==> src/rtl/core/assert_macros.svh <==
// Assertion macros shared by the subsampler RTL modules.
// Each macro expects signals named clk and arst_n in the module that uses it.
`ifndef ASSERT_MACROS_SVH
`define ASSERT_MACROS_SVH

// Checks a property at every rising clock edge outside reset.
`define ASSERT_CLK(label, prop, msg) \
	label: assert property (@(posedge clk) disable iff (!arst_n) (prop)) else $error(msg);

// Checks that a condition never holds outside reset.
`define ASSERT_NEVER(label, cond, msg) \
	label: assert property (@(posedge clk) disable iff (!arst_n) !(cond)) else $error(msg);

`endif

==> src/rtl/core/y420s_pkg.sv <==
// Shared constants and types for the YUV444 to YUV420 subsampler.
// No dependencies; every RTL module of the block imports this package.
`default_nettype none

package y420s_pkg;

	localparam int MAX_WIDTH  = 4096;
	localparam int MAX_HEIGHT = 4096;
	localparam int DIM_W      = 13;
	localparam int POS_W      = $clog2(MAX_WIDTH);
	localparam int ROW_W      = $clog2(MAX_HEIGHT);
	localparam int LINE_DEPTH = (MAX_WIDTH + 1) / 2;
	localparam int SLOT_W     = $clog2(LINE_DEPTH);
	localparam int SUM_W      = 9;
	localparam int ADDR_W     = 26;
	localparam int BYTE_W     = 8;
	localparam int PADDR_W    = 4;
	localparam int PDATA_W    = 32;

	typedef enum logic [1:0] {
		REG_CONVERT = 2'd0,
		REG_WIDTH   = 2'd1,
		REG_HEIGHT  = 2'd2
	} reg_idx_t;

	typedef struct packed {
		logic             convert;
		logic [DIM_W-1:0] width;
		logic [DIM_W-1:0] height;
	} cfg_t;

	typedef struct packed {
		logic                   three;
		logic [2:0][ADDR_W-1:0] addr;
		logic [2:0][BYTE_W-1:0] data;
	} seq_load_t;

endpackage

`default_nettype wire

==> src/rtl/core/y420s_seq.sv <==
// Result sequencer: holds the bytes of one item and sends them one per cycle while res_stall is low.
// Depends on y420s_pkg and assert_macros.svh.
`default_nettype none
`include "assert_macros.svh"

module y420s_seq import y420s_pkg::*; (
	input  logic              clk,
	input  logic              arst_n,
	input  logic              load_valid,
	input  seq_load_t         load,
	output logic              seq_free,
	output logic              res_valid,
	input  logic              res_stall,
	output logic [ADDR_W-1:0] out_addr,
	output logic [BYTE_W-1:0] out_byte,
	output logic              last_of_item
);

	typedef enum logic [1:0] {
		BYTE_Y = 2'd0,
		BYTE_U = 2'd1,
		BYTE_V = 2'd2
	} byte_sel_t;

	logic      busy_q;
	logic      three_q;
	byte_sel_t idx_q;
	seq_load_t ld_q;
	logic      take;
	logic      done;

	assign res_valid    = busy_q;
	assign last_of_item = three_q ? (idx_q == BYTE_V) : (idx_q == BYTE_Y);
	assign done         = busy_q & ~res_stall & last_of_item;
	assign seq_free     = ~busy_q | done;
	assign take         = load_valid & seq_free;

	always_ff @(posedge clk or negedge arst_n) begin
		if (!arst_n) begin
			busy_q  <= 1'b0;
			three_q <= 1'b0;
			idx_q   <= BYTE_Y;
		end else if (take) begin
			busy_q  <= 1'b1;
			three_q <= load.three;
			idx_q   <= BYTE_Y;
		end else if (busy_q && !res_stall) begin
			if (last_of_item) begin
				busy_q <= 1'b0;
			end else begin
				idx_q <= (idx_q == BYTE_Y) ? BYTE_U : BYTE_V;
			end
		end
	end

	always_ff @(posedge clk) begin
		if (take) begin
			ld_q <= load;
		end
	end

	always_comb begin
		case (idx_q)
			BYTE_Y: begin
				out_addr = ld_q.addr[0];
				out_byte = ld_q.data[0];
			end
			BYTE_U: begin
				out_addr = ld_q.addr[1];
				out_byte = ld_q.data[1];
			end
			BYTE_V: begin
				out_addr = ld_q.addr[2];
				out_byte = ld_q.data[2];
			end
			default: begin
				out_addr = ld_q.addr[0];
				out_byte = ld_q.data[0];
			end
		endcase
	end

	`ASSERT_CLK(a_hold_on_stall, busy_q && res_stall |=> busy_q && $stable(idx_q),
		"sequencer moved while the result was stalled")
	`ASSERT_CLK(a_single_byte, busy_q && !three_q |-> idx_q == BYTE_Y,
		"single result item advanced past its luma byte")

endmodule

`default_nettype wire
==> config.mk <==
export PLATFORM = sky130hd
export DESIGN_NAME = y420s_seq
export DESIGN_NICKNAME = d
export VERILOG_FILES = /design/src/rtl/core/y420s_pkg.sv /design/src/rtl/core/y420s_seq.sv
export VERILOG_INCLUDE_DIRS = /design/src /design/src/rtl/core
export SDC_FILE = /design/constraint.sdc
export NUM_CORES = 1
export LEC_CHECK = 0
export BUFFER_PORTS_ARGS = -buffer_cell sky130_fd_sc_hd__clkbuf_2
export CORE_UTILIZATION = 40
export DETAILED_ROUTE_END_ITERATION = 6
export PLACE_DENSITY_LB_ADDON = 0.25
export SLEW_MARGIN = 20
export SYNTH_ARGS = -nofsm -noshare
export SYNTH_HDL_FRONTEND = slang
export SYNTH_SLANG_ARGS = --single-unit
==> constraint.sdc <==
create_clock -name clk -period 2.49 [get_ports clk]
set_input_delay 0.498 -clock clk [delete_from_list [all_inputs] [get_ports clk]]
set_output_delay 0.498 -clock clk [all_outputs]
set_load 0.01 [all_outputs]
==> summary.txt <==
Global routing
  • GRT Resource Usage Total: 15.2%
  • Congestion Overflow GR: 0
  • Antenna violations before repair: 0
  • Pin count of the biggest net entering global routing: 38
  • Number of global-route vias before repair: 2,434
  • Global-route wire length before repair: 11,500 um

Route
  • WL/cell: 14.4 um
  • Drt total wl: 7620 um
  • Post-route ant nets: 0
  • Vias per cell: 4.81
  • Drt first pass iters: 7
  • DRT iter0 DRCs: 104
  • Residual DRC count: 0
  • Via count: 2,539

Synth
  • Post-synthesis adder-cell area fraction: 0.947%
  • Post-synthesis cell area: 3960 sq um
  • Post-Synth XOR/XNOR Area: 0%
  • Largest family of logic cells by synthesized area: compound AO/OA/AOI/OAI gates
  • Cells after Synth: 246
  • Synth Area in Simple Gates: 4.45%
  • Seq/Total Area, Yosys: 79.8%
  • Post-Syn Area per Cell: 16.1 sq um
  • Largest cells by area after synthesis: edfxtp_1 (77%), a22oi_1 (6.4%), a21oi_1 (4.3%), nor2_1 (3.2%), dfrtp_1 (2.5%)
  • Top-area cell type share of the netlist area: 77.3%
  • Post-synthesis compound-gate area fraction: 12.1%
  • Yosys warning count: 0
  • Post-synthesis mux area share: 0.347%
  • Net Count, Synth: 356
  • #FFs+latches synth: 106
  • Leading area contributor after synthesis: edfxtp_1
  • Post-synth cell types: 24

Timing
  • Worst slew pin tran: 361 ps
  • Slew Limit Fails: 0
  • RSZ-0062 raised after global routing: yes
  • Clock skew: 8.77 ps
  • Fin. Hold Viols: 0
  • Clock period minus worst slack: 2410 ps
  • FMAX: 414 MHz
  • Normalized max-slew margin: 75.9%
  • Final period utilization: 96.9%
  • Fin Setup TNS: 0 ps
  • Final Setup Violations: 0

Job
  • Maxcap violations: 0

Clock network
  • Postcts setup bufs: 0
  • CTS tree: yes
  • # clock sinks: 106
  • H-tree Lvls: 3
  • Clk Latency, worst-skew pair: 360 ps
  • CTS Buf Count: 9
  • Resized Gates After CTS: 0
  • CTS clk-pin slew, worst paths: 100 ps
  • Root Driver: clkbuf_8
  • Max clock buf depth: 2

Critical path
  • CP Max Fanout: 34
  • Setup slack, reg-to-reg: 490 ps
  • R2r worst-path depth: 6
  • Worst Path Arrival: 1920 ps
  • Setup crit end: out_addr[19]
  • Endpoint class of the critical path: output port
  • WP data required: 1990 ps
  • R2R Path End: ld_q[85]
  • Worst setup startpoint: idx_q[0]
  • Worst r2r src: idx_q[0]
  • Critical path class: flop to output port
  • CP Launch Type: flop

Floorplan
  • Die Area: 10,300 sq um
  • Total core area: 9420 sq um
  • Chip Width: 102 um
  • Effective utilization at floorplan: 42.1%
  • Height of the die: 102 um
  • Cell Rows: 35
  • I/O pins: 144

Power
  • P_leak: 2.00 nW
  • Peak VDD IR: 0.530 mV
  • PwrDens: 1210 nW/um^2

Final layout
  • Nets: 504
  • Synth-to-layout area growth: 28.4%
  • Layout Utilization: 54.0%
  • ANT cells: 0
  • Most frequent cells in the layout: clkbuf_2 (143), edfxtp_1 (102), a22oi_1 (34), nor2_1 (34), a21oi_1 (34)
  • Share of cells above drive strength 1: 43.4%
  • Fill cells: 804
  • Commonest non-fill, non-tap cell in the layout: clkbuf_2

Place
  • Final GP Congestion: 0.773
  • Dpl hpwl: 5290 um
  • # port buffers: 143

Hold path
  • Tightest Hold Check Type: primary input to flop
  • WHS Path Cells: 1

Outcome
  • Status: completed
-- kinds of logic (layout without fill, tap and decap cells) --
group                      after synthesis  count (layout)
AOI/OAI and AO/OA                       74              74
adders and majority gates                3               3
buffers and inverters                   20             173
DFF                                    106             106
muxes                                    1               1
and+or+nand+nor                         42              42
-- cell usage after synthesis --
| cell type | instances |
|---|---|
| a22o_2 | 1 |
| inv_1 | 4 |
| edfxtp_1 | 102 |
| nor2b_1 | 1 |
| nand3_1 | 1 |
| o211ai_2 | 1 |
| nor2_1 | 34 |
| buf_2 | 11 |
| buf_4 | 1 |
| or2_2 | 1 |
| mux2i_2 | 1 |
| and2_2 | 1 |
| dfrtp_1 | 4 |
| a21oi_1 | 34 |
| clkbuf_1 | 4 |
| o21ai_0 | 1 |
| nor4bb_1 | 1 |
| a22oi_1 | 34 |
| nand2b_1 | 1 |
| ha_1 | 3 |
| o21ai_2 | 1 |
| nand2_1 | 2 |
| a32o_1 | 1 |
| o2bb2ai_1 | 1 |
-- repair_timing --
action / 4_1_cts / 5_1_grt
hold buffers: 1 / 0
endpoints found under the hold margin: 4 / 0
endpoints found under the setup margin: 0 / 15
-- stage by stage --
| step | std cells | hold WS [ps] | total power [mW] | worst slack (ps) | area [sq um] |
|---|---|---|---|---|---|
| final | 528 | 308 | 6.15 | 76.5 | 5090 |
| after global routing | 528 | 274 | 6.57 | -62.2 | 5090 |
| after CTS | 528 | 285 | 6.24 | 25.1 | 5090 |
| after detailed placement | 511 | 310 | 5.21 | 439 | 4880 |
| after global placement | 511 | 312 | 5.17 | 477 | 4880 |
| after floorplan | 246 | 202 | 4.13 | 306 | 3970 |
-- worst min-delay path by stage --
stage,from,slack [ps],to
2_1_floorplan,arst_n,200,idx_q[0]
3_3_place_gp,arst_n,310,res_valid
3_5_place_dp,arst_n,310,res_valid
6_report,load[88],310,ld_q[88]
5_1_grt,load[58],270,ld_q[58]
4_1_cts,load[57],280,ld_q[57]
-- where the power goes --
part	switching, mW	internal (mW)	leakage, nW
Combinational	1.59	1.01	0.915
Sequential	0.104	2.41	0.994
Clock	0.566	0.468	0.0905
Total	2.26	3.88	2.00
-- area by class of cell --
type / count / area [sq um] / area share [%]
clock buffers: 10 / 128 / 2.51
clock inverters: 6 / 66.3 / 1.30
inverters: 4 / 15.0 / 0.295
multi-input cells: 120 / 712 / 14.0
flip-flops and latches: 106 / 3160 / 62.2
well taps: 129 / 161 / 3.17
repair buffers: 153 / 843 / 16.6
-- layer usage --
metal / global-route usage [%] / share of wire, %
met4: 5.57 / 0.95
met2: 26.1 / 51
met1: 17.7 / 42
met3: 5.24 / 6.6
met5: 0 / 0
-- flip-flops by register name, indices dropped and copies added (netlist names) --
register,cells
ld_q,102
res_valid,1
three_q,1
idx_q,2
-- worst max-delay path, stage by stage (launching register included) --
cell and delay (ps):
dfrtp_1 390, inv_1 80, ha_2 320, buf_4 320
nor2_1 90, a21oi_1 180, clkbuf_2 170
(Power assumes the default switching activity.)
