==> src/rtl/core/assert_macros.svh <==
// Assertion macros shared by the subsampler RTL modules.
// Each macro expects signals named clk and arst_n in the module that uses it.
`ifndef ASSERT_MACROS_SVH
`define ASSERT_MACROS_SVH

// Checks a property at every rising clock edge outside reset.
`define ASSERT_CLK(label, prop, msg) \
	label: assert property (@(posedge clk) disable iff (!arst_n) (prop)) else $error(msg);

// Checks that a condition never holds outside reset.
`define ASSERT_NEVER(label, cond, msg) \
	label: assert property (@(posedge clk) disable iff (!arst_n) !(cond)) else $error(msg);

`endif

==> src/rtl/core/y420s_pkg.sv <==
// Shared constants and types for the YUV444 to YUV420 subsampler.
// No dependencies; every RTL module of the block imports this package.
`default_nettype none

package y420s_pkg;

	localparam int MAX_WIDTH  = 4096;
	localparam int MAX_HEIGHT = 4096;
	localparam int DIM_W      = 13;
	localparam int POS_W      = $clog2(MAX_WIDTH);
	localparam int ROW_W      = $clog2(MAX_HEIGHT);
	localparam int LINE_DEPTH = (MAX_WIDTH + 1) / 2;
	localparam int SLOT_W     = $clog2(LINE_DEPTH);
	localparam int SUM_W      = 9;
	localparam int ADDR_W     = 26;
	localparam int BYTE_W     = 8;
	localparam int PADDR_W    = 4;
	localparam int PDATA_W    = 32;

	typedef enum logic [1:0] {
		REG_CONVERT = 2'd0,
		REG_WIDTH   = 2'd1,
		REG_HEIGHT  = 2'd2
	} reg_idx_t;

	typedef struct packed {
		logic             convert;
		logic [DIM_W-1:0] width;
		logic [DIM_W-1:0] height;
	} cfg_t;

	typedef struct packed {
		logic                   three;
		logic [2:0][ADDR_W-1:0] addr;
		logic [2:0][BYTE_W-1:0] data;
	} seq_load_t;

endpackage

`default_nettype wire

==> src/rtl/core/y420s_cfg.sv <==
// Configuration register file with an APB-style slave port.
// Depends on y420s_pkg for the register map and the configuration struct.
`default_nettype none

module y420s_cfg import y420s_pkg::*; (
	input  logic               clk,
	input  logic               arst_n,
	input  logic               psel,
	input  logic               penable,
	input  logic               pwrite,
	input  logic [PADDR_W-1:0] paddr,
	input  logic [PDATA_W-1:0] pwdata,
	output logic [PDATA_W-1:0] prdata,
	output logic               pready,
	output cfg_t               cfg,
	output logic               restart
);

	logic             convert_q;
	logic [DIM_W-1:0] width_q;
	logic [DIM_W-1:0] height_q;
	logic             wr;
	reg_idx_t         idx;

	assign pready = 1'b1;
	assign idx    = reg_idx_t'(paddr[3:2]);
	assign wr     = psel & penable & pwrite;

	always_comb begin
		restart = 1'b0;
		prdata  = '0;
		case (idx)
			REG_CONVERT: begin
				restart = wr;
				prdata  = PDATA_W'(convert_q);
			end
			REG_WIDTH: begin
				restart = wr;
				prdata  = PDATA_W'(width_q);
			end
			REG_HEIGHT: begin
				restart = wr;
				prdata  = PDATA_W'(height_q);
			end
			default: begin
				restart = 1'b0;
				prdata  = '0;
			end
		endcase
	end

	always_ff @(posedge clk or negedge arst_n) begin
		if (!arst_n) begin
			convert_q <= 1'b0;
			width_q   <= DIM_W'(1);
			height_q  <= DIM_W'(1);
		end else if (wr) begin
			case (idx)
				REG_CONVERT: convert_q <= pwdata[0];
				REG_WIDTH:   width_q   <= pwdata[DIM_W-1:0];
				REG_HEIGHT:  height_q  <= pwdata[DIM_W-1:0];
				default: begin
				end
			endcase
		end
	end

	// A zero dimension acts as one; anything above the maximum acts as the maximum.
	always_comb begin
		cfg.convert = convert_q;
		if (width_q == '0) begin
			cfg.width = DIM_W'(1);
		end else if (width_q > DIM_W'(MAX_WIDTH)) begin
			cfg.width = DIM_W'(MAX_WIDTH);
		end else begin
			cfg.width = width_q;
		end
		if (height_q == '0) begin
			cfg.height = DIM_W'(1);
		end else if (height_q > DIM_W'(MAX_HEIGHT)) begin
			cfg.height = DIM_W'(MAX_HEIGHT);
		end else begin
			cfg.height = height_q;
		end
	end

endmodule

`default_nettype wire

==> config.mk <==
export PLATFORM = sky130hd
export DESIGN_NAME = y420s_cfg
export DESIGN_NICKNAME = d
export VERILOG_FILES = /design/src/rtl/core/assert_macros.svh /design/src/rtl/core/y420s_pkg.sv /design/src/rtl/core/y420s_cfg.sv
export SDC_FILE = /design/constraint.sdc
export NUM_CORES = 1
export LEC_CHECK = 0
export BUFFER_PORTS_ARGS = -buffer_cell sky130_fd_sc_hd__buf_2
export CELL_PAD_IN_SITES_DETAIL_PLACEMENT = 1
export CELL_PAD_IN_SITES_GLOBAL_PLACEMENT = 1
export CORE_UTILIZATION = 33
export DETAILED_ROUTE_END_ITERATION = 6
export PLACE_DENSITY_LB_ADDON = 0.1
export SYNTH_ARGS = -nofsm -noshare
export SYNTH_HDL_FRONTEND = slang
export SYNTH_SLANG_ARGS = --single-unit
export TNS_END_PERCENT = 10
==> constraint.sdc <==
create_clock -name clk -period 2.6 [get_ports clk]
set_input_delay 0.52 -clock clk [delete_from_list [all_inputs] [get_ports clk]]
set_output_delay 0.52 -clock clk [all_outputs]
set_load 0.005 [all_outputs]
==> results of run 1 <==
state kept, by name, summed over array words and instances (netlist names):
name	cells
height_q	13
width_q	13
convert_q	1
layout by cell type (no fill, tap or decap), types with 3 or more instances in the layout:
master,n
sky130_fd_sc_hd__a22o_1,12
sky130_fd_sc_hd__buf_2,60
sky130_fd_sc_hd__clkbuf_8,3
sky130_fd_sc_hd__conb_1,20
sky130_fd_sc_hd__dfrtp_1,25
sky130_fd_sc_hd__mux2_2,27
sky130_fd_sc_hd__nor2b_1,23
sky130_fd_sc_hd__nor3_1,3
sky130_fd_sc_hd__nor4_1,4
cell families (layout without fill, tap and decap cells):
group / Yosys count / count (layout) / share of synthesized area (%)
AO/OA/AOI/OAI: 16 / 16 / 8.062
buffers and inverters: 29 / 66 / 12.96
AND/OR/NAND/NOR: 37 / 37 / 15.81
other: 2 / 20 / 0.4745
multiplexers: 28 / 28 / 19.84
flip-flops: 27 / 27 / 42.85
layout make-up:
class | count | area [µm²] | area share, %
clock buffers | 3 | 41.29 | 2.206
repair buffers | 62 | 315.3 | 16.84
multi-input cells | 101 | 767.0 | 40.98
clock inverters | 1 | 5.005 | 0.2674
flip-flops and latches | 27 | 678.2 | 36.23
well taps | 52 | 65.06 | 3.476
power breakdown:
group          internal (µW)  switching, µW
Clock                    108            137
Combinational            238            162
Sequential               522            139
Total                    868            439
through the flow:
stage	power [µW]	cell area (µm²)	std cells	util (%)
5_1_grt	1410	1872	246	41.83
6_report	1307	1872	246	41.83
4_1_cts	1325	1872	246	41.83
3_3_place_gp	1058	1826	242	40.80
2_1_floorplan	879.1	1650	157	-
3_5_place_dp	1075	1826	242	40.80
per-layer routing:
metal	vias to the layer above	track usage, %
met1	606	22.63
met4	0	6.889
met2	51	32.80
met3	5	2.532
li1	552	-
met5	-	0
worst max-delay path, cell delays in order:
cell and delay, ns:
sky130_fd_sc_hd__buf_2 0.17, sky130_fd_sc_hd__nor2b_1 0.78, sky130_fd_sc_hd__a22o_1 0.29, sky130_fd_sc_hd__buf_2 0.12
worst max-delay path by stage:
stage	from	end	slack [ns]	cells after the start
2_1_floorplan	paddr[2]	prdata[10]	1.01	3
3_3_place_gp	paddr[2]	prdata[4]	0.22	4
3_5_place_dp	paddr[2]	prdata[4]	0.21	4
4_1_cts	paddr[2]	prdata[4]	0.20	4
5_1_grt	paddr[2]	prdata[4]	0.09	4
6_report	paddr[2]	prdata[11]	0.21	4
==> report_table.html, run 1 <==
<table>
<tr><th>Metric</th><th>Value</th></tr>
<tr><th colspan="2">STA</th></tr>
<tr><td>Tightest slew margin relative to the limit</td><td>about 37%</td></tr>
<tr><td>Worst setup slack after layout</td><td>a little over 0.2 ns</td></tr>
<tr><td>Unrepaired setup endpoints after global routing</td><td>false</td></tr>
<tr><td>Final hold violations</td><td>0</td></tr>
<tr><td>Final clock period utilization by the worst path</td><td>a little over 90%</td></tr>
<tr><td>Final critical delay including setup and external delays</td><td>between 2 and 2.5 ns</td></tr>
<tr><td>Setup clock skew after layout</td><td>0 ns</td></tr>
<tr><td>FMAX</td><td>between 0.4 and 0.5 GHz</td></tr>
<tr><td>Slew at the pin with the worst max-slew slack</td><td>0.9472 ns</td></tr>
<tr><td>Hold WS</td><td>approximately 0.25 ns</td></tr>
<tr><td>Slew Viols, Final</td><td>0</td></tr>
<tr><td>Final number of setup-violating endpoints</td><td>0</td></tr>
<tr><td>Setup Total Neg Slack</td><td>0 ns</td></tr>
<tr><th colspan="2">CTS</th></tr>
<tr><td>Post-CTS Resized</td><td>0</td></tr>
<tr><td>Number of clock sinks</td><td>27</td></tr>
<tr><td>Cts bufs inserted</td><td>3</td></tr>
<tr><td>Quantity of hold-fixing buffers added after cts</td><td>0</td></tr>
<tr><td>Clock transition at the registers of the reported paths</td><td>approximately 0.1 ns</td></tr>
<tr><td>H-tree lvl count</td><td>1</td></tr>
<tr><td>Clock Path Buffers</td><td>2</td></tr>
<tr><td>Clock root buffer</td><td>sky130_fd_sc_hd__clkbuf_8</td></tr>
<tr><td>Post CTS Setup Buffer Count</td><td>0</td></tr>
<tr><td>Clock insertion delay at the later pin of the skew report</td><td>between 0.2 and 0.3 ns</td></tr>
<tr><td>CTS tree</td><td>built</td></tr>
<tr><th colspan="2">Detailed routing</th></tr>
<tr><td>Top Layer Used</td><td>met4</td></tr>
<tr><td>Per-cell routed wire length</td><td>around 17 µm</td></tr>
<tr><td>Final routed DRC violation total</td><td>8</td></tr>
<tr><td>Met3 WL post-DR</td><td>between 200 and 250 µm</td></tr>
<tr><td>Vias post-DR</td><td>roughly 1200</td></tr>
<tr><td>Final wirelength</td><td>approximately 4300 µm</td></tr>
<tr><td>Remaining antenna violation count after routing</td><td>0</td></tr>
<tr><td>Vias per inst</td><td>approximately 5</td></tr>
<tr><td>Routed metal-1 wirelength</td><td>1769 µm</td></tr>
<tr><td>DRC violation total after the first TritonRoute iteration</td><td>52</td></tr>
<tr><td>Initial DRT Pass Iterations</td><td>6</td></tr>
<tr><td>Wire length on met2</td><td>about 2200 µm</td></tr>
<tr><th colspan="2">Critical path</th></tr>
<tr><td>Category of the most critical setup path</td><td>input pin to output port</td></tr>
<tr><td>Destination of the worst register-to-register timing path</td><td>height_q[12]$_DFFE_PN0P_</td></tr>
<tr><td>Critical Path RT</td><td>2.08 ns</td></tr>
<tr><td>Type of element capturing the critical path</td><td>output port</td></tr>
<tr><td>Type of origin of the critical path</td><td>input pin</td></tr>
<tr><td>WP data arrival</td><td>between 1.5 and 2 ns</td></tr>
<tr><td>Largest fanout of any net on the critical path</td><td>12</td></tr>
<tr><td>Startpoint of the worst register-to-register path</td><td>height_q[12]$_DFFE_PN0P_</td></tr>
<tr><td>Setup slack of the most critical reg-to-reg path</td><td>between 1.5 and 2 ns</td></tr>
<tr><td>Cells on worst reg2reg path</td><td>1</td></tr>
<tr><th colspan="2">Global routing</th></tr>
<tr><td>Pin count of the biggest net entering global routing</td><td>28</td></tr>
<tr><td>Total overflow reported by the global router</td><td>0</td></tr>
<tr><td>Gr usage total</td><td>18.41%</td></tr>
<tr><td>Number of antenna violations at the first check in global routing</td><td>0</td></tr>
<tr><td>Via count of the first global-routing pass</td><td>between 1000 and 1500</td></tr>
<tr><td>Wire length of the first global-routing pass</td><td>roughly 7000 µm</td></tr>
<tr><th colspan="2">Finish</th></tr>
<tr><td>Fraction of final layout cells with drive strength greater than 1</td><td>about half</td></tr>
<tr><td>Area Overhead vs Synth</td><td>18.26%</td></tr>
<tr><td>Total number of nets in the final design</td><td>roughly 240</td></tr>
<tr><td># diodes</td><td>0</td></tr>
<tr><td>Filler cell count in the final layout</td><td>521</td></tr>
<tr><th colspan="2">Status</th></tr>
<tr><td>Violated checks</td><td>design-rule violations</td></tr>
<tr><td>Result of the run</td><td>finished, violations left</td></tr>
<tr><th colspan="2">Logic synthesis</th></tr>
<tr><td>Fraction of synthesis flops using an asynchronous set or reset pin</td><td>100.0%</td></tr>
<tr><td>Portion of synthesized cell area occupied by the leading cell type</td><td>39.53%</td></tr>
<tr><td>Share of synthesized area occupied by flip-flops and latches</td><td>a little over two fifths</td></tr>
<tr><td>Gate Count Post-Synth</td><td>139</td></tr>
<tr><td>Top flip-flop cell by instance count after synthesis</td><td>sky130_fd_sc_hd__dfrtp_1</td></tr>
<tr><td>Cell type with the largest total area after synthesis</td><td>sky130_fd_sc_hd__dfrtp_1</td></tr>
<tr><td>Syn Area/Cell</td><td>roughly 11 µm²</td></tr>
<tr><td>Cell with the most instances after synthesis</td><td>sky130_fd_sc_hd__mux2_2</td></tr>
<tr><td>Commonest cells in the netlist</td><td>sky130_fd_sc_hd__mux2_2 (27), sky130_fd_sc_hd__dfrtp_1 (25), sky130_fd_sc_hd__nor2b_1 (23), sky130_fd_sc_hd__buf_4 (21), sky130_fd_sc_hd__a22o_1 (12)</td></tr>
<tr><td>Post-synthesis register bit count</td><td>27</td></tr>
<tr><td>Biggest area contributors in the synthesized netlist</td><td>sky130_fd_sc_hd__dfrtp_1 (40%), sky130_fd_sc_hd__mux2_2 (19%), sky130_fd_sc_hd__buf_4 (10%)</td></tr>
<tr><td>Warning count from the yosys run</td><td>0</td></tr>
<tr><td>Post-synthesis instance area</td><td>~0.0016 mm²</td></tr>
<tr><td>Distinct cells, synth</td><td>21</td></tr>
<tr><td>Post-synth EDFFs</td><td>0</td></tr>
<tr><th colspan="2">Placed design</th></tr>
<tr><td>Pre-CTS setup slack</td><td>approximately 0.21 ns</td></tr>
<tr><td>GP Congestion</td><td>0.7251</td></tr>
<tr><td>Number of input and output port buffers inserted</td><td>60</td></tr>
<tr><td>HPWL after DPL</td><td>3109 µm</td></tr>
<tr><th colspan="2">Die</th></tr>
<tr><td>Number of top-level pins</td><td>about 100</td></tr>
<tr><td>Total die area</td><td>between 0.005 and 0.006 mm²</td></tr>
<tr><td>Chip width</td><td>71.26 µm</td></tr>
<tr><td>Initial cell density of the core</td><td>35.37%</td></tr>
<tr><td>Std cell rows</td><td>24</td></tr>
<tr><td>Standard cell core area</td><td>0.004474 mm²</td></tr>
<tr><td>Overall die height</td><td>71.26 µm</td></tr>
<tr><th colspan="2">Power</th></tr>
<tr><td>IR Drop Worst-Case VDD</td><td>between 200 and 250 µV</td></tr>
<tr><td>Power Density</td><td>approximately 700 mW/mm²</td></tr>
<tr><td>LEAKAGE</td><td>between 0.0009 and 0.001 µW</td></tr>
<tr><th colspan="2">Flow run</th></tr>
<tr><td>Max Cap Viol</td><td>0</td></tr>
<tr><th colspan="2">Worst hold path</th></tr>
<tr><td>Hold crit path type</td><td>input pin to async pin</td></tr>
</table>
No activity file was read; power rests on OpenSTA's default activity.
==> run 2, diff against run 1 <==
--- a/config.mk
+++ b/config.mk
@@ -5,10 +5,12 @@
 export SDC_FILE = /design/constraint.sdc
 export NUM_CORES = 1
 export LEC_CHECK = 0
+export ABC_AREA = 1
 export BUFFER_PORTS_ARGS = -buffer_cell sky130_fd_sc_hd__buf_2
 export CELL_PAD_IN_SITES_DETAIL_PLACEMENT = 1
 export CELL_PAD_IN_SITES_GLOBAL_PLACEMENT = 1
 export CORE_UTILIZATION = 33
+export CTS_BUF_LIST = sky130_fd_sc_hd__clkbuf_4 sky130_fd_sc_hd__clkbuf_8 sky130_fd_sc_hd__clkbuf_16
 export DETAILED_ROUTE_END_ITERATION = 6
 export PLACE_DENSITY_LB_ADDON = 0.1
 export SYNTH_ARGS = -nofsm -noshare
==> run 2 against run 1 <==
  * The flow now finishes without violations
  * Sequential cell count stayed put
  * Clock power hardly changed
  * Sequential share of layout area is 4.1 points lower
  * Die area is 16% higher
  * Highest routed layer unchanged
==> report_table.html, run 2 <==
<table>
<tr><th>Metric</th><th>Value</th></tr>
<tr><th colspan="2">Detailed routing</th></tr>
<tr><td>Final wirelength</td><td>4705 µm (+9.8%)</td></tr>
<tr><td>Per-cell routed wire length</td><td>13.11 µm (-25%)</td></tr>
<tr><td>Final routed DRC violation total</td><td>0 (-8)</td></tr>
<tr><td>Vias per inst</td><td>4.499 (-8.8%)</td></tr>
<tr><td>Remaining antenna violation count after routing</td><td>0 (unchanged)</td></tr>
<tr><td>DRC violation total after the first TritonRoute iteration</td><td>48 (-7.7%)</td></tr>
<tr><td>Vias post-DR</td><td>1615 (+33%)</td></tr>
<tr><td>Initial DRT Pass Iterations</td><td>4 (-2)</td></tr>
<tr><th colspan="2">Logic synthesis</th></tr>
<tr><td>Post-synthesis register bit count</td><td>27 (unchanged)</td></tr>
<tr><td>Cell type with the largest total area after synthesis</td><td>sky130_fd_sc_hd__dfrtp_1</td></tr>
<tr><td>Distinct cells, synth</td><td>22 (+4.8%)</td></tr>
<tr><td>Cell with the most instances after synthesis</td><td>sky130_fd_sc_hd__nand2_1</td></tr>
<tr><td>Share of synthesized area occupied by flip-flops and latches</td><td>36.87% (-6.0 points)</td></tr>
<tr><td>Fraction of synthesis flops using an asynchronous set or reset pin</td><td>100.0% (unchanged)</td></tr>
<tr><td>Post-synth EDFFs</td><td>0 (unchanged)</td></tr>
<tr><td>Biggest area contributors in the synthesized netlist</td><td>sky130_fd_sc_hd__dfrtp_1 (34%), sky130_fd_sc_hd__o21ai_2 (12%), sky130_fd_sc_hd__nand2_1 (10%)</td></tr>
<tr><td>Portion of synthesized cell area occupied by the leading cell type</td><td>34.01% (-5.5 points)</td></tr>
<tr><td>Warning count from the yosys run</td><td>0 (unchanged)</td></tr>
<tr><td>Gate Count Post-Synth</td><td>238 (+71%)</td></tr>
<tr><td>Syn Area/Cell</td><td>7.728 µm² (-32%)</td></tr>
<tr><td>Post-synthesis instance area</td><td>0.001839 mm² (+16%)</td></tr>
<tr><td>Top flip-flop cell by instance count after synthesis</td><td>sky130_fd_sc_hd__dfrtp_1</td></tr>
<tr><td>Commonest cells in the netlist</td><td>sky130_fd_sc_hd__nand2_1 (51), sky130_fd_sc_hd__nor2_1 (33), sky130_fd_sc_hd__inv_1 (29), sky130_fd_sc_hd__o21ai_2 (26), sky130_fd_sc_hd__dfrtp_1 (25)</td></tr>
<tr><th colspan="2">STA</th></tr>
<tr><td>Setup clock skew after layout</td><td>0 ns (unchanged)</td></tr>
<tr><td>FMAX</td><td>0.4861 GHz (+16%)</td></tr>
<tr><td>Slew Viols, Final</td><td>0 (unchanged)</td></tr>
<tr><td>Final clock period utilization by the worst path</td><td>79.12% (-13 points)</td></tr>
<tr><td>Final hold violations</td><td>0 (unchanged)</td></tr>
<tr><td>Slew at the pin with the worst max-slew slack</td><td>0.6057 ns (-0.3415 ns)</td></tr>
<tr><td>Final critical delay including setup and external delays</td><td>2.057 ns (-0.3363 ns)</td></tr>
<tr><td>Final number of setup-violating endpoints</td><td>0 (unchanged)</td></tr>
<tr><td>Setup Total Neg Slack</td><td>0 ns (unchanged)</td></tr>
<tr><td>Tightest slew margin relative to the limit</td><td>59.62% (+23 points)</td></tr>
<tr><td>Unrepaired setup endpoints after global routing</td><td>false</td></tr>
<tr><td>Worst setup slack after layout</td><td>0.5430 ns (+0.3363 ns)</td></tr>
<tr><th colspan="2">CTS</th></tr>
<tr><td>H-tree lvl count</td><td>1 (unchanged)</td></tr>
<tr><td>Quantity of hold-fixing buffers added after cts</td><td>0 (unchanged)</td></tr>
<tr><td>Post CTS Setup Buffer Count</td><td>0 (unchanged)</td></tr>
<tr><td>Post-CTS Resized</td><td>0 (unchanged)</td></tr>
<tr><td>Cts bufs inserted</td><td>3 (unchanged)</td></tr>
<tr><td>CTS tree</td><td>built</td></tr>
<tr><td>Number of clock sinks</td><td>27 (unchanged)</td></tr>
<tr><td>Clock insertion delay at the later pin of the skew report</td><td>0.27 ns (about the same)</td></tr>
<tr><td>Clock transition at the registers of the reported paths</td><td>0.09 ns (about the same)</td></tr>
<tr><td>Clock root buffer</td><td>sky130_fd_sc_hd__clkbuf_8</td></tr>
<tr><td>Clock Path Buffers</td><td>2 (unchanged)</td></tr>
<tr><th colspan="2">Die</th></tr>
<tr><td>Standard cell core area</td><td>0.005238 mm² (+17%)</td></tr>
<tr><td>Chip width</td><td>76.66 µm (+7.6%)</td></tr>
<tr><td>Total die area</td><td>0.005876 mm² (+16%)</td></tr>
<tr><td>Initial cell density of the core</td><td>35.12% (-0.26 points)</td></tr>
<tr><td>Overall die height</td><td>76.66 µm (+7.6%)</td></tr>
<tr><td>Std cell rows</td><td>26 (+8.3%)</td></tr>
<tr><td>Number of top-level pins</td><td>102 (unchanged)</td></tr>
<tr><th colspan="2">Critical path</th></tr>
<tr><td>CP dominant cell by count</td><td>sky130_fd_sc_hd__nand2_1</td></tr>
<tr><td>Destination of the worst register-to-register timing path</td><td>height_q[12]$_DFFE_PN0P_</td></tr>
<tr><td>Start point of the critical path</td><td>height_q[8]$_DFFE_PN0P_</td></tr>
<tr><td>Startpoint of the worst register-to-register path</td><td>height_q[12]$_DFFE_PN0P_</td></tr>
<tr><td>Slowest Stage Delay on Critical Path</td><td>0.39 ns (-0.39 ns)</td></tr>
<tr><td>Critical Path RT</td><td>2.08 ns (about the same)</td></tr>
<tr><td>WP data arrival</td><td>1.54 ns (-0.33 ns)</td></tr>
<tr><td>Setup slack of the most critical reg-to-reg path</td><td>1.59 ns (+0.06 ns)</td></tr>
<tr><td>Cells on worst reg2reg path</td><td>2 (+1)</td></tr>
<tr><td>Category of the most critical setup path</td><td>flip-flop to output port</td></tr>
<tr><td>Type of origin of the critical path</td><td>flip-flop</td></tr>
<tr><td>Type of element capturing the critical path</td><td>output port</td></tr>
<tr><td>CP max stage cell</td><td>sky130_fd_sc_hd__dfrtp_1</td></tr>
<tr><td>Worst setup path endpoint</td><td>cfg[3]</td></tr>
<tr><td>Worst-path cell chain</td><td>inv_1 -&gt; nand2_1 -&gt; nor2_1 -&gt; nand2_1 -&gt; a21oi_1 -&gt; buf_2</td></tr>
<tr><td>Largest fanout of any net on the critical path</td><td>9 (-3)</td></tr>
<tr><th colspan="2">Global routing</th></tr>
<tr><td>Number of antenna violations at the first check in global routing</td><td>0 (unchanged)</td></tr>
<tr><td>Pin count of the biggest net entering global routing</td><td>28 (unchanged)</td></tr>
<tr><td>Wire length of the first global-routing pass</td><td>7714 µm (+9.5%)</td></tr>
<tr><td>Total overflow reported by the global router</td><td>0 (unchanged)</td></tr>
<tr><td>Via count of the first global-routing pass</td><td>1508 (+14%)</td></tr>
<tr><td>Gr usage total</td><td>16.68% (-1.7 points)</td></tr>
<tr><th colspan="2">Placed design</th></tr>
<tr><td>Number of input and output port buffers inserted</td><td>60 (unchanged)</td></tr>
<tr><td>GP Congestion</td><td>0.7799 (+7.6%)</td></tr>
<tr><td>HPWL after DPL</td><td>3859 µm (+24%)</td></tr>
<tr><td>Pre-CTS setup slack</td><td>0.7910 ns (+0.5826 ns)</td></tr>
<tr><th colspan="2">Power</th></tr>
<tr><td>Power Density</td><td>676.4 mW/mm² (-3.1%)</td></tr>
<tr><td>LEAKAGE</td><td>0.001134 µW (+19%)</td></tr>
<tr><td>IR Drop Worst-Case VDD</td><td>240.5 µV (+4.9%)</td></tr>
<tr><th colspan="2">Finish</th></tr>
<tr><td>Commonest cells after routing, fill and taps aside</td><td>sky130_fd_sc_hd__buf_2 (60), sky130_fd_sc_hd__nand2_1 (51), sky130_fd_sc_hd__nor2_1 (33)</td></tr>
<tr><td>Fraction of final layout cells with drive strength greater than 1</td><td>34.26% (-16 points)</td></tr>
<tr><td>Most frequent standard cell in the layout excluding fill and tap cells</td><td>sky130_fd_sc_hd__buf_2</td></tr>
<tr><td>Registers with the most flip-flops</td><td>height_q x13, width_q x13, convert_q x1</td></tr>
<tr><td>Total number of nets in the final design</td><td>331 (+40%)</td></tr>
<tr><td>Filler cell count in the final layout</td><td>684 (+31%)</td></tr>
<tr><td>Area Overhead vs Synth</td><td>14.63%</td></tr>
<tr><td># diodes</td><td>0 (unchanged)</td></tr>
<tr><th colspan="2">Status</th></tr>
<tr><td>Result of the run</td><td>finished clean</td></tr>
<tr><th colspan="2">Worst hold path</th></tr>
<tr><td>Hold crit path type</td><td>input pin to async pin</td></tr>
<tr><th colspan="2">Flow run</th></tr>
<tr><td>Max Cap Viol</td><td>0 (unchanged)</td></tr>
</table>
run 2: layout make-up:
cell class,count,area [µm²],share of cell area [%]
inverter,31,116.4,5.519
clock buffer,4,48.80,2.315
tap,70,87.58,4.154
sequential,27,678.2,32.17
timing repair buffer,60,300.3,14.24
multi-input combinational,167,877.1,41.60
run 2: worst min path at each step:
stage | start | end | cells past startpoint
finish | arst_n | width_q[10]$_DFFE_PN0P_ | 1
global route | arst_n | width_q[10]$_DFFE_PN0P_ | 1
detailed placement | width_q[0]$_DFFE_PN1P_ | width_q[0]$_DFFE_PN1P_ | 2
global placement | width_q[0]$_DFFE_PN1P_ | width_q[0]$_DFFE_PN1P_ | 2
floorplan | arst_n | convert_q$_DFFE_PN0P_ | 0
CTS | arst_n | width_q[10]$_DFFE_PN0P_ | 1
run 2: per-stage QoR:
step | cells | utilization (%) | instance area, µm² | total power (µW) | hold WS, ns
after global placement | 355 | 39.32 | 2059 | 1188 | 0.5415
final | 359 | 40.25 | 2108 | 1426 | 0.2482
after floorplan | 256 | - | 1907 | 991.1 | 0.2244
after global routing | 359 | 40.25 | 2108 | 1549 | 0.2911
after detailed placement | 355 | 39.32 | 2059 | 1198 | 0.5457
after CTS | 359 | 40.25 | 2108 | 1448 | 0.2694
run 2: metal layers:
metal	routed length [µm]	track usage [%]	share of wire (%)	vias to the layer above
met5	0	0	0	-
met4	28	5.192	0.60	0
met3	136	1.667	2.9	2
met2	2221	27.21	47	34
met1	2319	23.19	49	763
li1	-	-	-	816
run 2: critical path: cells and delay by family (launching register included):
kind	cells	cell delay [ns]
and+or+nand+nor	3	0.40
DFF	1	0.39
AOI/OAI and AO/OA	1	0.20
buffers and inverters	2	0.28
run 2: logic make-up after synthesis:
family	count (synthesis)	share of synthesized area, %
other	2	0.4083
flip-flops	27	36.87
AO/OA/AOI/OAI	56	21.56
AND/OR/NAND/NOR	91	22.04
buffers and inverters	62	19.12
run 2: power breakdown:
group	switching (µW)	internal, µW	total, µW
registers	90.4	525	615
clock network	127	120	247
logic	320	243	563
==> run 3, diff against run 2 <==
--- a/config.mk
+++ b/config.mk
@@ -9,7 +9,7 @@
 export BUFFER_PORTS_ARGS = -buffer_cell sky130_fd_sc_hd__buf_2
 export CELL_PAD_IN_SITES_DETAIL_PLACEMENT = 1
 export CELL_PAD_IN_SITES_GLOBAL_PLACEMENT = 1
-export CORE_UTILIZATION = 33
+export CORE_UTILIZATION = 27
 export CTS_BUF_LIST = sky130_fd_sc_hd__clkbuf_4 sky130_fd_sc_hd__clkbuf_8 sky130_fd_sc_hd__clkbuf_16
 export DETAILED_ROUTE_END_ITERATION = 6
 export PLACE_DENSITY_LB_ADDON = 0.1
==> constraint.sdc (replaced) <==
create_clock -name clk -period 1.79 [get_ports clk]
set_input_delay 0.358 -clock clk [delete_from_list [all_inputs] [get_ports clk]]
set_output_delay 0.358 -clock clk [all_outputs]
set_load 0.005 [all_outputs]
==> run 3 against run 2 <==
  * The flow now finishes with violations (design-rule violations)
  * First-iteration DRC count increased by 13%
  * Critical endpoint is now cfg[0]
  * Count of clock-buffer cells in the layout unchanged
  * Die area increased by 22%
  * Worst hold slack got worse by 0.16 ns
  * Routed wire length increased by 5.0%
  * Clock power increased by 45%
  * Cell count increased by 4.5%
==> report_table.html, run 3 (synthesis gave the netlist of run 2 again) <==
<table>
<tr><th>Metric</th><th>Value</th></tr>
<tr><th colspan="2">Worst hold path</th></tr>
<tr><td>Hold crit path type</td><td>input pin to async pin</td></tr>
<tr><th colspan="2">CTS</th></tr>
<tr><td>Clock Path Buffers</td><td>2 (unchanged)</td></tr>
<tr><td>Clock insertion delay at the later pin of the skew report</td><td>0.26 ns (about the same)</td></tr>
<tr><td>Number of clock sinks</td><td>27 (unchanged)</td></tr>
<tr><td>Clock root buffer</td><td>sky130_fd_sc_hd__clkbuf_8</td></tr>
<tr><td>CTS tree</td><td>built</td></tr>
<tr><td>H-tree lvl count</td><td>1 (unchanged)</td></tr>
<tr><td>Cts bufs inserted</td><td>3 (unchanged)</td></tr>
<tr><td>Quantity of hold-fixing buffers added after cts</td><td>0 (unchanged)</td></tr>
<tr><td>Clock transition at the registers of the reported paths</td><td>0.09 ns (about the same)</td></tr>
<tr><th colspan="2">Global routing</th></tr>
<tr><td>Gr usage total</td><td>14.17% (-2.5 points)</td></tr>
<tr><td>Total overflow reported by the global router</td><td>0 (unchanged)</td></tr>
<tr><td>Via count of the first global-routing pass</td><td>1605 (+6.4%)</td></tr>
<tr><td>Pin count of the biggest net entering global routing</td><td>28 (unchanged)</td></tr>
<tr><td>Wire length of the first global-routing pass</td><td>7976 µm (+3.4%)</td></tr>
<tr><td>Number of antenna violations at the first check in global routing</td><td>0 (unchanged)</td></tr>
<tr><th colspan="2">Power</th></tr>
<tr><td>Power Density</td><td>976.0 mW/mm² (+44%)</td></tr>
<tr><td>LEAKAGE</td><td>0.001202 µW (+6.0%)</td></tr>
<tr><td>IR Drop Worst-Case VDD</td><td>343.9 µV (+43%)</td></tr>
<tr><th colspan="2">STA</th></tr>
<tr><td>Unrepaired setup endpoints after global routing</td><td>true</td></tr>
<tr><td>Setup clock skew after layout</td><td>0 ns (unchanged)</td></tr>
<tr><td>Worst setup slack after layout</td><td>0.05057 ns (-0.4924 ns)</td></tr>
<tr><td>Final critical delay including setup and external delays</td><td>roughly 1.7 ns</td></tr>
<tr><td>Final clock period utilization by the worst path</td><td>a little over nine tenths</td></tr>
<tr><td>Tightest slew margin relative to the limit</td><td>60.01% (+0.39 points)</td></tr>
<tr><td>Slew at the pin with the worst max-slew slack</td><td>0.5999 ns (-0.005794 ns)</td></tr>
<tr><td>Slew Viols, Final</td><td>0 (unchanged)</td></tr>
<tr><td>Final number of setup-violating endpoints</td><td>0 (unchanged)</td></tr>
<tr><td>Hold WS</td><td>0.08740 ns (-0.1608 ns)</td></tr>
<tr><td>Final hold violations</td><td>0 (unchanged)</td></tr>
<tr><td>FMAX</td><td>roughly 0.57 GHz</td></tr>
<tr><th colspan="2">Critical path</th></tr>
<tr><td>Top delay family on crit path</td><td>flip-flops</td></tr>
<tr><td>Worst-path cell chain</td><td>nor2_1 -&gt; nand2_1 -&gt; nor2_4 -&gt; nand2_4 -&gt; nand2_1 -&gt; nand2_1 -&gt; inv_1 -&gt; buf_2</td></tr>
<tr><td>Critical Path RT</td><td>1.43 ns (-0.65 ns)</td></tr>
<tr><td>Buffer and inverter count on the worst path</td><td>2 (unchanged)</td></tr>
<tr><td>WP data arrival</td><td>1.38 ns (-0.16 ns)</td></tr>
<tr><td>Type of origin of the critical path</td><td>flip-flop</td></tr>
<tr><td>Category of the most critical setup path</td><td>flip-flop to output port</td></tr>
<tr><td>Largest fanout of any net on the critical path</td><td>5 (-4)</td></tr>
<tr><td>Type of element capturing the critical path</td><td>output port</td></tr>
<tr><td>CP dominant cell by count</td><td>sky130_fd_sc_hd__nand2_1</td></tr>
<tr><td>Slowest Stage Delay on Critical Path</td><td>0.56 ns (+0.17 ns)</td></tr>
<tr><td>CP max stage cell</td><td>sky130_fd_sc_hd__dfstp_2</td></tr>
<tr><th colspan="2">Finish</th></tr>
<tr><td>Filler cell count in the final layout</td><td>833 (+22%)</td></tr>
<tr><td>Total number of nets in the final design</td><td>340 (+2.7%)</td></tr>
<tr><td>Registers with the most flip-flops</td><td>height_q x13, width_q x13, convert_q x1</td></tr>
<tr><td>Post-route insts no fill</td><td>375 (+4.5%)</td></tr>
<tr><td>Post-layout utilization of the core</td><td>34.75% (-5.5 points)</td></tr>
<tr><td>Fraction of final layout cells with drive strength greater than 1</td><td>41.95% (+7.7 points)</td></tr>
<tr><td># diodes</td><td>0 (unchanged)</td></tr>
<tr><td>Area Overhead vs Synth</td><td>22.04%</td></tr>
<tr><td>Most frequent standard cell in the layout excluding fill and tap cells</td><td>sky130_fd_sc_hd__buf_2</td></tr>
<tr><td>Post-route standard cell area excluding fillers</td><td>0.002245 mm² (+6.5%)</td></tr>
<tr><td>Commonest cells after routing, fill and taps aside</td><td>sky130_fd_sc_hd__buf_2 (60), sky130_fd_sc_hd__nand2_1 (48), sky130_fd_sc_hd__inv_1 (27)</td></tr>
<tr><th colspan="2">Die</th></tr>
<tr><td>Std cell rows</td><td>29 (+12%)</td></tr>
<tr><td>Number of top-level pins</td><td>102 (unchanged)</td></tr>
<tr><td>Overall die height</td><td>84.54 µm (+10%)</td></tr>
<tr><td>Chip width</td><td>84.54 µm (+10%)</td></tr>
<tr><td>Total die area</td><td>0.007146 mm² (+22%)</td></tr>
<tr><td>Initial cell density of the core</td><td>28.48% (-6.6 points)</td></tr>
<tr><td>Standard cell core area</td><td>0.006459 mm² (+23%)</td></tr>
<tr><th colspan="2">Placed design</th></tr>
<tr><td>Pre-CTS setup slack</td><td>0.1232 ns (-0.6679 ns)</td></tr>
<tr><td>HPWL after DPL</td><td>4025 µm (+4.3%)</td></tr>
<tr><td>Number of input and output port buffers inserted</td><td>60 (unchanged)</td></tr>
<tr><td>Number of cells in the design after placement</td><td>369 (+3.9%)</td></tr>
<tr><td>GP Congestion</td><td>0.7778 (-0.27%)</td></tr>
<tr><td>Cell area after placement</td><td>0.002121 mm² (+3.0%)</td></tr>
<tr><th colspan="2">Status</th></tr>
<tr><td>Violated checks</td><td>design-rule violations</td></tr>
<tr><td>Result of the run</td><td>finished, violations left</td></tr>
<tr><th colspan="2">Detailed routing</th></tr>
<tr><td>Per-cell routed wire length</td><td>13.18 µm (+0.54%)</td></tr>
<tr><td>DRC violation total after the first TritonRoute iteration</td><td>54 (+13%)</td></tr>
<tr><td>Final routed DRC violation total</td><td>8 (+8)</td></tr>
<tr><td>Vias per inst</td><td>4.219 (-6.2%)</td></tr>
<tr><td>Wire length on met2</td><td>2353 µm (+5.9%)</td></tr>
<tr><td>Met3 WL post-DR</td><td>139 µm (+2.2%)</td></tr>
<tr><td>Routed metal-1 wirelength</td><td>2419 µm (+4.3%)</td></tr>
<tr><td>Remaining antenna violation count after routing</td><td>0 (unchanged)</td></tr>
<tr><td>Top Layer Used</td><td>met4</td></tr>
<tr><td>Vias post-DR</td><td>1582 (-2.0%)</td></tr>
<tr><td>Initial DRT Pass Iterations</td><td>6 (+2)</td></tr>
<tr><td>Final wirelength</td><td>4941 µm (+5.0%)</td></tr>
<tr><th colspan="2">Flow run</th></tr>
<tr><td>Max Cap Viol</td><td>0 (unchanged)</td></tr>
</table>
==> run 3: cell count changes in the layout (fill, tap and decap cells not counted), moves of 3 or more <==
cell,previous run,this run
sky130_fd_sc_hd__a21oi_2,0,4
sky130_fd_sc_hd__nor2_2,0,5
sky130_fd_sc_hd__nand2_1,51,48
sky130_fd_sc_hd__buf_4,0,8
sky130_fd_sc_hd__a21oi_1,16,12
sky130_fd_sc_hd__nor2_1,33,26
==> run 3: worst register-to-register path: stages (launching register included) <==
cell and delay, ns:
sky130_fd_sc_hd__dfstp_2 0.56, sky130_fd_sc_hd__inv_1 0.09, sky130_fd_sc_hd__o21ai_2 0.13
==> run 3: timing repair <==
| item | CTS | global route |
|---|---|---|
| pin swaps | 3 | 9 |
| gates resized for setup | 7 | 15 |
| cloned | 1 | 0 |
| setup endpoints to repair | 17 | 18 |
| setup buffers | 0 | 1 |
==> run 3: worst paths after layout <==
kind,start,endpoint,slack (ns),cells after the start
max,height_q[0]$_DFFE_PN1P_,cfg[0],0.05,8
min,arst_n,width_q[9]$_DFFE_PN0P_,0.09,1
max reg2reg,height_q[0]$_DFFE_PN1P_,height_q[0]$_DFFE_PN1P_,0.95,2
min reg2reg,width_q[0]$_DFFE_PN1P_,width_q[0]$_DFFE_PN1P_,0.55,2
max in group asynchronous,arst_n,height_q[12]$_DFFE_PN0P_,1.27,1
min in group clk,pwdata[12],width_q[12]$_DFFE_PN0P_,0.32,3
==> run 3: per-stage QoR <==
stage / TNS [ns] / total power, µW
after floorplan: 0 / 1440
after global placement: 0 / 1796
after detailed placement: 0 / 1804
after CTS: -0.1639 / 2188
after global routing: -0.6248 / 2369
final: 0 / 2191
==> run 3: where the power goes <==
part | internal [µW] | switching (µW) | leakage [µW]
Clock | 174 | 183 | 0.0000262
Combinational | 422 | 520 | 0.000858
Sequential | 764 | 126 | 0.000318
Total | 1360 | 830 | 0.00120
==> run 3: cell type report <==
cell class                      instances  area (µm²)  share of cell area, %
Clock buffer                            4       48.80                  2.174
Inverter                               31       116.4                  5.184
Multi-Input combinational cell        168       943.4                  42.03
Sequential cell                        27       679.4                  30.27
Tap cell                               77       96.34                  4.292
Timing Repair Buffer                   68       360.3                  16.05
==> run 3: metal layers <==
metal | up-vias | GRT usage (%)
li1 | 839 | -
met3 | 2 | 1.180
met4 | 0 | 3.236
met1 | 707 | 20.21
met2 | 34 | 23.36
met5 | - | 0
